## src/hdl/blpg_pkg.sv

```systemverilog
package blpg_pkg;

  localparam int COORD_BITS  = 6;
  localparam int WIDTH_BITS  = 7;
  localparam int INDEX_BITS  = COORD_BITS + 3;
  localparam int ERR_W       = COORD_BITS + 3;
  localparam int MAX_COLS    = 1 << COORD_BITS;
  localparam int SAT_W       = (COORD_BITS + 1 > WIDTH_BITS) ? COORD_BITS + 1 : WIDTH_BITS;
  localparam int PROD_W      = COORD_BITS + SAT_W;

  localparam logic [WIDTH_BITS-1:0] WIDTH_RESET = WIDTH_BITS'(64);

  typedef logic [COORD_BITS-1:0] coord_t;

  typedef struct packed {
    coord_t start_x;
    coord_t start_y;
    coord_t end_x;
    coord_t end_y;
    logic   pixel_value;
  } request_t;

  typedef struct packed {
    coord_t                pixel_x;
    coord_t                pixel_y;
    logic [INDEX_BITS-1:0] byte_index;
    logic [2:0]            bit_position;
    logic                  write_value;
    logic                  last_pixel;
  } result_t;

  typedef struct packed {
    logic load;
    logic step;
  } cmd_t;

  typedef struct packed {
    logic last;
  } status_t;

endpackage

```

## src/hdl/blpg_ctrl.sv

```systemverilog
module blpg_ctrl (
  input  logic             clk_i,
  input  logic             rst_ni,
  input  logic             start_i,
  input  blpg_pkg::status_t status_i,
  output blpg_pkg::cmd_t   cmd_o,
  output logic             busy_o
);

  typedef enum logic {
    ST_IDLE,
    ST_RUN
  } state_e;

  state_e state_q;
  state_e state_d;

  always_comb begin
    state_d    = state_q;
    cmd_o.load = 1'b0;
    cmd_o.step = 1'b0;
    case (state_q)
      ST_IDLE: begin
        if (start_i) begin
          cmd_o.load = 1'b1;
          state_d    = ST_RUN;
        end
      end
      ST_RUN: begin
        cmd_o.step = 1'b1;
        if (status_i.last) begin
          state_d = ST_IDLE;
        end
      end
      default: begin
        state_d = ST_IDLE;
      end
    endcase
  end

  always_ff @(posedge clk_i or negedge rst_ni) begin
    if (!rst_ni) begin
      state_q <= ST_IDLE;
    end else begin
      state_q <= state_d;
    end
  end

  assign busy_o = (state_q == ST_RUN);

  a_last_ends_run : assert property (@(posedge clk_i) disable iff (!rst_ni)
    (state_q == ST_RUN && status_i.last) |=> (state_q == ST_IDLE))
    else $error("run did not end after last pixel");

  a_start_enters_run : assert property (@(posedge clk_i) disable iff (!rst_ni)
    (state_q == ST_IDLE && start_i) |=> (state_q == ST_RUN))
    else $error("accepted request did not start a run");

endmodule

```

## src/hdl/blpg_datapath.sv

```systemverilog
module blpg_datapath (
  input  logic                                clk_i,
  input  logic                                rst_ni,
  input  blpg_pkg::cmd_t                      cmd_i,
  output blpg_pkg::status_t                   status_o,
  input  blpg_pkg::request_t                  req_i,
  input  logic                                cfg_we_i,
  input  logic [blpg_pkg::WIDTH_BITS-1:0]     cfg_data_i,
  output blpg_pkg::result_t                   result_o,
  output logic                                result_strobe_o
);

  blpg_pkg::coord_t x_q, y_q, xe_q, ye_q, dx_q, dy_q;
  blpg_pkg::coord_t dx_d, dy_d;
  logic             sx_dec_q, sy_dec_q, val_q;
  logic signed [blpg_pkg::ERR_W-1:0] err_q, err_d, dx_s, dy_s;
  logic signed [blpg_pkg::ERR_W:0]   e2, dx_e, dy_e;
  logic             step_x, step_y, last;
  logic [blpg_pkg::WIDTH_BITS-1:0]   width_q;
  logic [blpg_pkg::SAT_W-1:0]        width_ext, width_sat;
  logic [blpg_pkg::PROD_W-1:0]       index_full;
  blpg_pkg::coord_t page;
  blpg_pkg::result_t result_q;
  logic             strobe_q;

  // request setup
  assign dx_d = (req_i.end_x > req_i.start_x) ? req_i.end_x - req_i.start_x
                                              : req_i.start_x - req_i.end_x;
  assign dy_d = (req_i.end_y > req_i.start_y) ? req_i.end_y - req_i.start_y
                                              : req_i.start_y - req_i.end_y;

  // error term step
  assign dx_s   = signed'(blpg_pkg::ERR_W'(dx_q));
  assign dy_s   = signed'(blpg_pkg::ERR_W'(dy_q));
  assign dx_e   = signed'((blpg_pkg::ERR_W + 1)'(dx_q));
  assign dy_e   = signed'((blpg_pkg::ERR_W + 1)'(dy_q));
  assign e2     = signed'({err_q, 1'b0});
  assign step_x = (e2 > -dy_e);
  assign step_y = (e2 < dx_e);
  assign err_d  = err_q - (step_x ? dy_s : '0) + (step_y ? dx_s : '0);
  assign last   = (x_q == xe_q) && (y_q == ye_q);

  assign status_o.last = last;

  // framebuffer address
  assign width_ext  = blpg_pkg::SAT_W'(width_q);
  assign width_sat  = (width_ext > blpg_pkg::SAT_W'(blpg_pkg::MAX_COLS))
                    ? blpg_pkg::SAT_W'(blpg_pkg::MAX_COLS) : width_ext;
  assign page       = y_q >> 3;
  assign index_full = blpg_pkg::PROD_W'(page) * blpg_pkg::PROD_W'(width_sat)
                    + blpg_pkg::PROD_W'(x_q);

  always_ff @(posedge clk_i or negedge rst_ni) begin
    if (!rst_ni) begin
      width_q  <= blpg_pkg::WIDTH_RESET;
      strobe_q <= 1'b0;
    end else begin
      strobe_q <= cmd_i.step;
      if (cfg_we_i) begin
        width_q <= cfg_data_i;
      end
    end
  end

  always_ff @(posedge clk_i) begin
    if (cmd_i.load) begin
      x_q      <= req_i.start_x;
      y_q      <= req_i.start_y;
      xe_q     <= req_i.end_x;
      ye_q     <= req_i.end_y;
      dx_q     <= dx_d;
      dy_q     <= dy_d;
      sx_dec_q <= !(req_i.start_x < req_i.end_x);
      sy_dec_q <= !(req_i.start_y < req_i.end_y);
      val_q    <= req_i.pixel_value;
      err_q    <= signed'(blpg_pkg::ERR_W'(dx_d)) - signed'(blpg_pkg::ERR_W'(dy_d));
    end else if (cmd_i.step) begin
      if (step_x) begin
        x_q <= sx_dec_q ? x_q - 1'b1 : x_q + 1'b1;
      end
      if (step_y) begin
        y_q <= sy_dec_q ? y_q - 1'b1 : y_q + 1'b1;
      end
      err_q <= err_d;
    end
    if (cmd_i.step) begin
      result_q.pixel_x      <= x_q;
      result_q.pixel_y      <= y_q;
      result_q.byte_index   <= index_full[blpg_pkg::INDEX_BITS-1:0];
      result_q.bit_position <= y_q[2:0];
      result_q.write_value  <= val_q;
      result_q.last_pixel   <= last;
    end
  end

  assign result_o        = result_q;
  assign result_strobe_o = strobe_q;

  a_step_strobes : assert property (@(posedge clk_i) disable iff (!rst_ni)
    cmd_i.step |=> strobe_q)
    else $error("step without result strobe");

  a_step_moves : assert property (@(posedge clk_i) disable iff (!rst_ni)
    (cmd_i.step && !last) |=> (x_q != $past(x_q) || y_q != $past(y_q)))
    else $error("step left the pixel in place");

  a_last_is_end : assert property (@(posedge clk_i) disable iff (!rst_ni)
    (strobe_q && result_q.last_pixel) |->
      (result_q.pixel_x == xe_q && result_q.pixel_y == ye_q))
    else $error("last pixel is not the end point");

endmodule

```

## src/hdl/bresenham_line_pixel_generator.sv

```systemverilog
// channel   direction  handshake               payload
// request   in         start / busy            req_i (start and end points, pixel value)
// result    out        result_strobe_o         result_o (pixel, byte index, bit, value, last)
// config    in         cfg_valid_i/cfg_ready_o cfg_data_i (display width)
//
// a line of n = max(|dx|,|dy|) + 1 pixels is drawn with busy high,
// one bresenham step per cycle; the request is loaded in idle, where busy is low
// each result is registered from a run-state step, then one per cycle
// reset: asynchronous active low, idle, display width 64
// results are never stalled; config is taken while not busy
module bresenham_line_pixel_generator (
  input  logic                            clk_i,
  input  logic                            rst_ni,
  input  logic                            start,
  output logic                            busy,
  input  blpg_pkg::request_t              req_i,
  output blpg_pkg::result_t               result_o,
  output logic                            result_strobe_o,
  input  logic                            cfg_valid_i,
  output logic                            cfg_ready_o,
  input  logic [blpg_pkg::WIDTH_BITS-1:0] cfg_data_i
);

  blpg_pkg::cmd_t    cmd;
  blpg_pkg::status_t status;

  assign cfg_ready_o = !busy;

  blpg_ctrl u_ctrl (
    .clk_i    (clk_i),
    .rst_ni   (rst_ni),
    .start_i  (start),
    .status_i (status),
    .cmd_o    (cmd),
    .busy_o   (busy)
  );

  blpg_datapath u_datapath (
    .clk_i           (clk_i),
    .rst_ni          (rst_ni),
    .cmd_i           (cmd),
    .status_o        (status),
    .req_i           (req_i),
    .cfg_we_i        (cfg_valid_i && cfg_ready_o),
    .cfg_data_i      (cfg_data_i),
    .result_o        (result_o),
    .result_strobe_o (result_strobe_o)
  );

endmodule

```

## config.mk

```make
export PLATFORM = sky130hd
export DESIGN_NAME = bresenham_line_pixel_generator
export DESIGN_NICKNAME = d
export VERILOG_FILES = /design/src/hdl/blpg_pkg.sv /design/src/hdl/blpg_ctrl.sv /design/src/hdl/blpg_datapath.sv /design/src/hdl/bresenham_line_pixel_generator.sv
export SDC_FILE = /design/constraint.sdc
export NUM_CORES = 1
export LEC_CHECK = 0
export BUFFER_PORTS_ARGS = -buffer_cell sky130_fd_sc_hd__buf_2
export CAP_MARGIN = 10
export CORE_MARGIN = 8
export CORE_UTILIZATION = 40
export DETAILED_ROUTE_END_ITERATION = 6
export GPL_ROUTABILITY_DRIVEN = 0
export PLACE_DENSITY = 0.65
export SKIP_LAST_GASP = 1
export SYNTH_ARGS = -nofsm -noshare
export SYNTH_HDL_FRONTEND = slang
export SYNTH_SLANG_ARGS = --single-unit
```

## constraint.sdc

```tcl
create_clock -name clk_i -period 5.3 [get_ports clk_i]
set_clock_uncertainty 0.2 [all_clocks]
set_input_delay 0.53 -clock clk_i [delete_from_list [all_inputs] [get_ports clk_i]]
set_output_delay 0.53 -clock clk_i [all_outputs]
set_load 0.005 [all_outputs]
```

* Word level (Yosys, flattened, before mapping) *
Cells that the tools add are included.

word-level totals
  word-level logic and storage cells = 73
  output and inout port bits = 29
  flip-flop bits (word level) = 83
  input port bits = 36

operators by class
  equal/unequal tests = 2
  reductions and logical operators = 10
  $add $sub $neg = 13
  bitwise gates (word level) = 1
  multiply operators = 1
  multiplexer cells = 20
  magnitude comparators = 7

operator list
  kind                                                                count
  6-bit two-way mux                                                   12
  6-bit subtractor                                                    4
  9-bit two-way mux                                                   2
  6-bit by 1-bit adder with 6-bit output, second input constant       2
  6-bit == test                                                       2
  6-bit greater-than comparator                                       2
  6-bit less-than comparator                                          2
  6-bit by 1-bit subtractor with 6-bit output, second input constant  2
  10-bit greater-than comparator                                      1
  10-bit by 7-bit less-than comparator with 1-bit output              1
  6-bit negator with 10-bit output                                    1
  9-bit by 6-bit adder with 9-bit output                              1
  9-bit adder                                                         1
  3-bit by 7-bit multiplier with 9-bit output                         1
  9-bit subtractor                                                    1
  7-bit greater-than comparator, second input constant                1
  7-bit two-way mux                                                   1
  6-bit by 6-bit subtractor with 7-bit output                         1
  2-bit nonzero test                                                  3
  1-bit two-way mux                                                   4
  2-bit AND reduction                                                 2
  1-bit zero test                                                     3
  1-bit logical AND                                                   2
  1-bit one-hot mux with 2 select lines                               1
  1-bit NOT                                                           1

* Longest topological paths before layout *
  depth in word-level cells = 7
  gate-level depth with buffers = 20
  gate-level depth less buffers = 19

* By module *
A second synthesis with hierarchy kept.

second synthesis, totals
  cells, all modules = 583
  area, all modules = 6,103.4 um2

modules (own cells, without submodules)
  module                          area each (um2)  cells an instance  instances  sequential area each (um2)
  blpg_datapath                   6,045.8          576                1          2,333.5
  blpg_ctrl                       47.5             5                  1          25.0
  bresenham_line_pixel_generator  10.0             2                  1          0.0

* Worst setup path after synthesis *
No wires, ideal clock.

  kind = register to register
  from = register u_datapath.dy_q[1]
  to = register u_datapath.err_q[8] (netlist bit) (data pin)
  clock period less this slack = 4,759 ps
  arrival = 4,288 ps
  setup slack = 541 ps
  cell stages (with the launch flop) = 19
  setup time = 271 ps
  cell sequence = edfxtp_1 > or2_1 > or4_1 > xnor2_1 > ha_1 > nand4_1 > a21oi_1 > o31ai_1 > and4b_1 > clkbuf_1 > nor3_1 > fa_1 > inv_1 > fa_1 > a211oi_1 > o21bai_1 > a31oi_1 > mux2i_1 > nand3_1

on the way
  cells in the longest elaborated chain, start to end = 7

RTL lines
  what                              line                 text
  start: declaration                blpg_datapath.sv:13  blpg_pkg::coord_t x_q, y_q, xe_q, ye_q, dx_q, dy_q;
  start signal: assignment          blpg_datapath.sv:72  dy_q <= dy_d;
  6-bit negator with 10-bit output  blpg_datapath.sv:38  assign step_x = (e2 > -dy_e);
  10-bit greater-than comparator    blpg_datapath.sv:38
  6-bit two-way mux (*)             blpg_datapath.sv:40  assign err_d = err_q - (step_x ? dy_s : '0) + (step_y ? dx_s : '0);
  9-bit subtractor (*)              blpg_datapath.sv:40
  9-bit adder (*)                   blpg_datapath.sv:40
  9-bit two-way mux (*)             blpg_datapath.sv:77  end else if (cmd_i.step) begin
  9-bit two-way mux (*)             blpg_datapath.sv:66  if (cmd_i.load) begin
  end signal: assignment            blpg_datapath.sv:76  err_q <= signed'(blpg_pkg::ERR_W'(dx_d)) - signed'(blpg_pkg::ERR_W'(dy_d));
  end signal: assignment            blpg_datapath.sv:84  err_q <= err_d;
  end: declaration                  blpg_datapath.sv:16  logic signed [blpg_pkg::ERR_W-1:0] err_q, err_d, dx_s, dy_s;

Every way passes the cells marked *; elsewhere a longest branch is shown, timed or not. The select of a mux whose other input is x is not followed.
A chain may end at the register's enable or synchronous reset.

* Worst setup path after layout *
Same ends and word-level chain as after synthesis.

==> summary by stage <==
Worst setup path
In this run the worst path has a maximum fanout of 6. The critical path capture point is u_datapath.err_q[8]$_DFFE_PP_. The type of the worst setup path is flop to flop.

The category of the worst setup path launch point is a flop. The startpoint of the most critical register-to-register path is u_datapath.dy_q[1]$_DFFE_PP_. Data arrives at the worst endpoint at 4.88 ns. Counting cells, the worst reg-to-reg path comes to 16. The worst-case register-to-register setup slack is 0.30 ns. The most critical setup path has its startpoint at u_datapath.dy_q[1]$_DFFE_PP_.

The worst register-to-register path ends at u_datapath.err_q[8]$_DFFE_PP_. For the worst setup path, the data required time is 5.18 ns. The worst setup path is captured at a flop.

Pwr
The largest vdd supply drop is 0.212 mV. The power per standard cell area is 546 nW/µm². The overall power is 3.96 mW.

The analysis attributes to cell leakage a power of 3.31 nW.

Floorplan
The vertical die dimension is 142 µm. After floorplanning, the core was divided into 46 placement rows. The core area is 15,800 µm².

The die covers 20,300 µm². The top-level I/O count is 65. The width of the die is 142 µm. The starting density of the core is 0.405.

Drt
The top metal layer carrying routed signals is met4. The detailed router put a total of 6.46 mm of wire on met1. The routed wire length per instance is 16.6 µm.

The detailed-route wire length is 15.0 mm. Detailed routing placed a total of 542 µm of wire on met3. The first detailed-routing pass ran for 4 iterations. The remaining design rule violation count is 0. The remaining number of nets flagged by the antenna check after routing is 0.

In the routed layout, each cell is associated on average with a via count of 5.23. The overall via count from detail_route is 4,699. The met2 wirelength from detailed routing is 7.36 mm. For this block, the initial DRC count from the detailed router was 269.

Layout
In the final layout, the share of cells above drive strength 1 is 0.164. The non-filler instance count after layout is 899. The most common cell after layout, fill and taps aside is sky130_fd_sc_hd__inv_1. The top cell types in the final layout, fill and taps aside, are sky130_fd_sc_hd__inv_1, sky130_fd_sc_hd__ha_1, sky130_fd_sc_hd__edfxtp_1, sky130_fd_sc_hd__buf_2, sky130_fd_sc_hd__a21oi_1. Relative to the synthesized area, the layout overhead comes to 13.5%. With fillers left out, the area of the finished cells amounts to 7250 µm². After the last flow step, the layout net total stands at 812. The count of fill cells added during filler insertion is 1,508. The repair_antennas step left the layout with diodes totalling 0.

GRT
Entering global routing, the biggest net connects 41 pins. The number of antenna violations at the first check in global routing is 0. The first-pass GRT wire length is 24.0 mm. Global routing finished with a remaining overflow of 0. The number of global-route vias before repair is 4,968.

The combined global-route utilization of all metal layers is 0.152.

CTS
In this run the post-CTS setup repair buffer count came out at 0. The maximum buffer depth of the clock tree is 2. The clock tree from TritonCTS is done. Counting every sink on the clock net gives 80. Counting the buffers created by CTS gives 9. The count of H-tree levels built during CTS is 3.

The root buffer selected by CTS is sky130_fd_sc_hd__clkbuf_16. The clock latency reported for the late side of the worst-skew pair is 0.35 ns. The clock-pin slew on the worst setup and hold paths is 0.07 ns.

Synth
The most used flip-flop cell after synthesis is sky130_fd_sc_hd__edfxtp_1. Of the synthesized area, sequential elements account for 0.369. Yosys mapped the design onto 56 distinct sky130hd cell types. The post-synthesis cell count is 616. The yosys synthesis warning count is 0. The number of nets handed over by synthesis was 750. The async set-reset flop share out of synthesis is 0.113. The cell area that synthesis handed to floorplanning was 6380 µm². Counting flops and latches in the post-synthesis netlist gives 80. Counting flops with a built-in enable in the synthesized netlist gives 71. The average instance area after synthesis is 10.4 µm².

STA
The portion of the clock cycle consumed by the worst path in the final layout is 0.943. The relative slew slack is 0.512. The final number of max-transition violations is 0.

The final setup violation count is 0. Setup repair after global routing could not meet its margin everywhere. The final period demand of the worst path is 5.00 ns. The transition at the pin with the smallest max-transition slack is 0.731 ns. The sum of negative setup slack is 0 ns. The peak clock frequency supported by timing is 0.200 GHz. The hold violation count in the final report is 0.

Placement
In this run, placement finished with an instance count of 882. The count of buffers from port buffering is 64. The post-DP HPWL is 12.0 mm. The placed instance area is 6900 µm².

Min path
The worst hold-check path type is primary input to flop.

Run
Max-cap violations in this run came to 0.

Outcome
The run finished with clean final reports.
==> flip-flops by register name (all words and copies together), names as in the netlist <==
register	cells
u_datapath.result_o	23
u_datapath.err_q	9
u_datapath.width_ext	7
u_datapath.dx_q	6
u_datapath.dy_q	6
u_datapath.x_q	6
u_datapath.xe_q	6
u_datapath.y_q	6
u_datapath.ye_q	6
u_ctrl.busy_o	1
u_datapath.result_strobe_o	1
u_datapath.sx_dec_q	1
u_datapath.sy_dec_q	1
u_datapath.val_q	1
==> cell usage after synthesis (all sizes together) (3+ instances only) <==
cell	number	area, µm²
xor2	15	131
and2	10	62.6
a211oi	10	75.1
mux2i	9	90.1
o21ai	26	130
or4	4	30.0
nor2	25	93.8
clkbuf	5	18.8
nand4	6	37.5
inv	88	330
nand2b	3	18.8
a311oi	3	32.5
nor3b	3	22.5
nor3	16	80.1
and3	3	18.8
a21oi	39	206
o21a	3	22.5
ha	75	938
edfxtp	71	2130
dfrtp	8	200
nand3	10	50.1
nand2	32	120
xnor2	33	289
mux2	10	113
a31oi	4	25.0
buf	14	90.1
o21bai	4	30.0
nand3b	4	30.0
o211ai	4	35.0
fa	23	460
nor2b	14	87.6
or2	3	18.8
a21o	17	128
==> power breakdown <==
group	switching (mW)	internal, mW
clock network	0.272	0.384
logic	1.14	0.951
registers	0.183	1.03
==> how the worst min path moves through the flow <==
| stage | cells after the start | slack [ns] | from | endpoint |
|---|---|---|---|---|
| after floorplan | 0 | 0.03 | rst_ni | u_ctrl.busy_o$_DFF_PN0_ |
| after global placement | 1 | 0.18 | rst_ni | u_datapath.result_strobe_o$_DFF_PN0_ |
| after detailed placement | 1 | 0.19 | rst_ni | u_datapath.result_strobe_o$_DFF_PN0_ |
| after CTS | 1 | 0.15 | req_i[0] | u_datapath.val_q$_DFFE_PP_ |
| after global routing | 1 | 0.15 | req_i[0] | u_datapath.val_q$_DFFE_PP_ |
| final | 1 | 0.16 | req_i[0] | u_datapath.val_q$_DFFE_PP_ |
==> critical path, cell delays in order, from the launching register on <==
cell	delay (ns)
sky130_fd_sc_hd__edfxtp_1	0.42
sky130_fd_sc_hd__or2_1	0.27
sky130_fd_sc_hd__or4_1	0.48
sky130_fd_sc_hd__xnor2_1	0.17
sky130_fd_sc_hd__ha_1	0.29
sky130_fd_sc_hd__nand4_1	0.13
sky130_fd_sc_hd__or4_1	0.60
sky130_fd_sc_hd__nand2_1	0.14
sky130_fd_sc_hd__nor3_2	0.05
sky130_fd_sc_hd__fa_1	0.51
sky130_fd_sc_hd__inv_1	0.07
sky130_fd_sc_hd__fa_1	0.49
sky130_fd_sc_hd__a211oi_2	0.23
sky130_fd_sc_hd__o21bai_1	0.12
sky130_fd_sc_hd__a31oi_1	0.24
sky130_fd_sc_hd__mux2i_1	0.22
sky130_fd_sc_hd__nand3_1	0.08
==> metrics by stage <==
| step | setup WS (ns) | util | hold slack (ns) |
|---|---|---|---|
| 2_1_floorplan | 0.541 | - | 0.0344 |
| 3_3_place_gp | 0.395 | 0.438 | 0.185 |
| 3_5_place_dp | 0.254 | 0.438 | 0.189 |
| 4_1_cts | 0.238 | 0.458 | 0.149 |
| 5_1_grt | -0.0216 | 0.459 | 0.154 |
| 6_report | 0.300 | 0.459 | 0.162 |
==> cells by family after synthesis <==
family          synth area share
mux                       0.0318
fa+ha+maj                  0.219
xor+xnor                  0.0659
buf+inv                   0.0688
compound gates             0.132
simple gates               0.113
flops                      0.369
==> layer usage <==
metal | vias to the layer above | track usage
met1 | 2260 | 0.172
met3 | 38 | 0.0292
li1 | 2286 | -
met2 | 115 | 0.263
met4 | 0 | 0.0912
met5 | - | 0
==> repair_timing <==
item | CTS | global route
gates resized for setup | 0 | 5
endpoints found under the setup margin | 0 | 3
hold buffers | 1 | 0
hold endpoints to repair | 8 | 0
==> final cells by class <==
cell class / count / area, µm² / area share
Clock buffer: 10 / 239 / 0.0330
Tap cell: 216 / 270 / 0.0373
Clock inverter: 6 / 73.8 / 0.0102
Inverter: 88 / 330 / 0.0456
Timing Repair Buffer: 70 / 368 / 0.0508
Sequential cell: 80 / 2360 / 0.326
Multi-Input combinational cell: 429 / 3610 / 0.498
(Power assumes the default switching activity.)
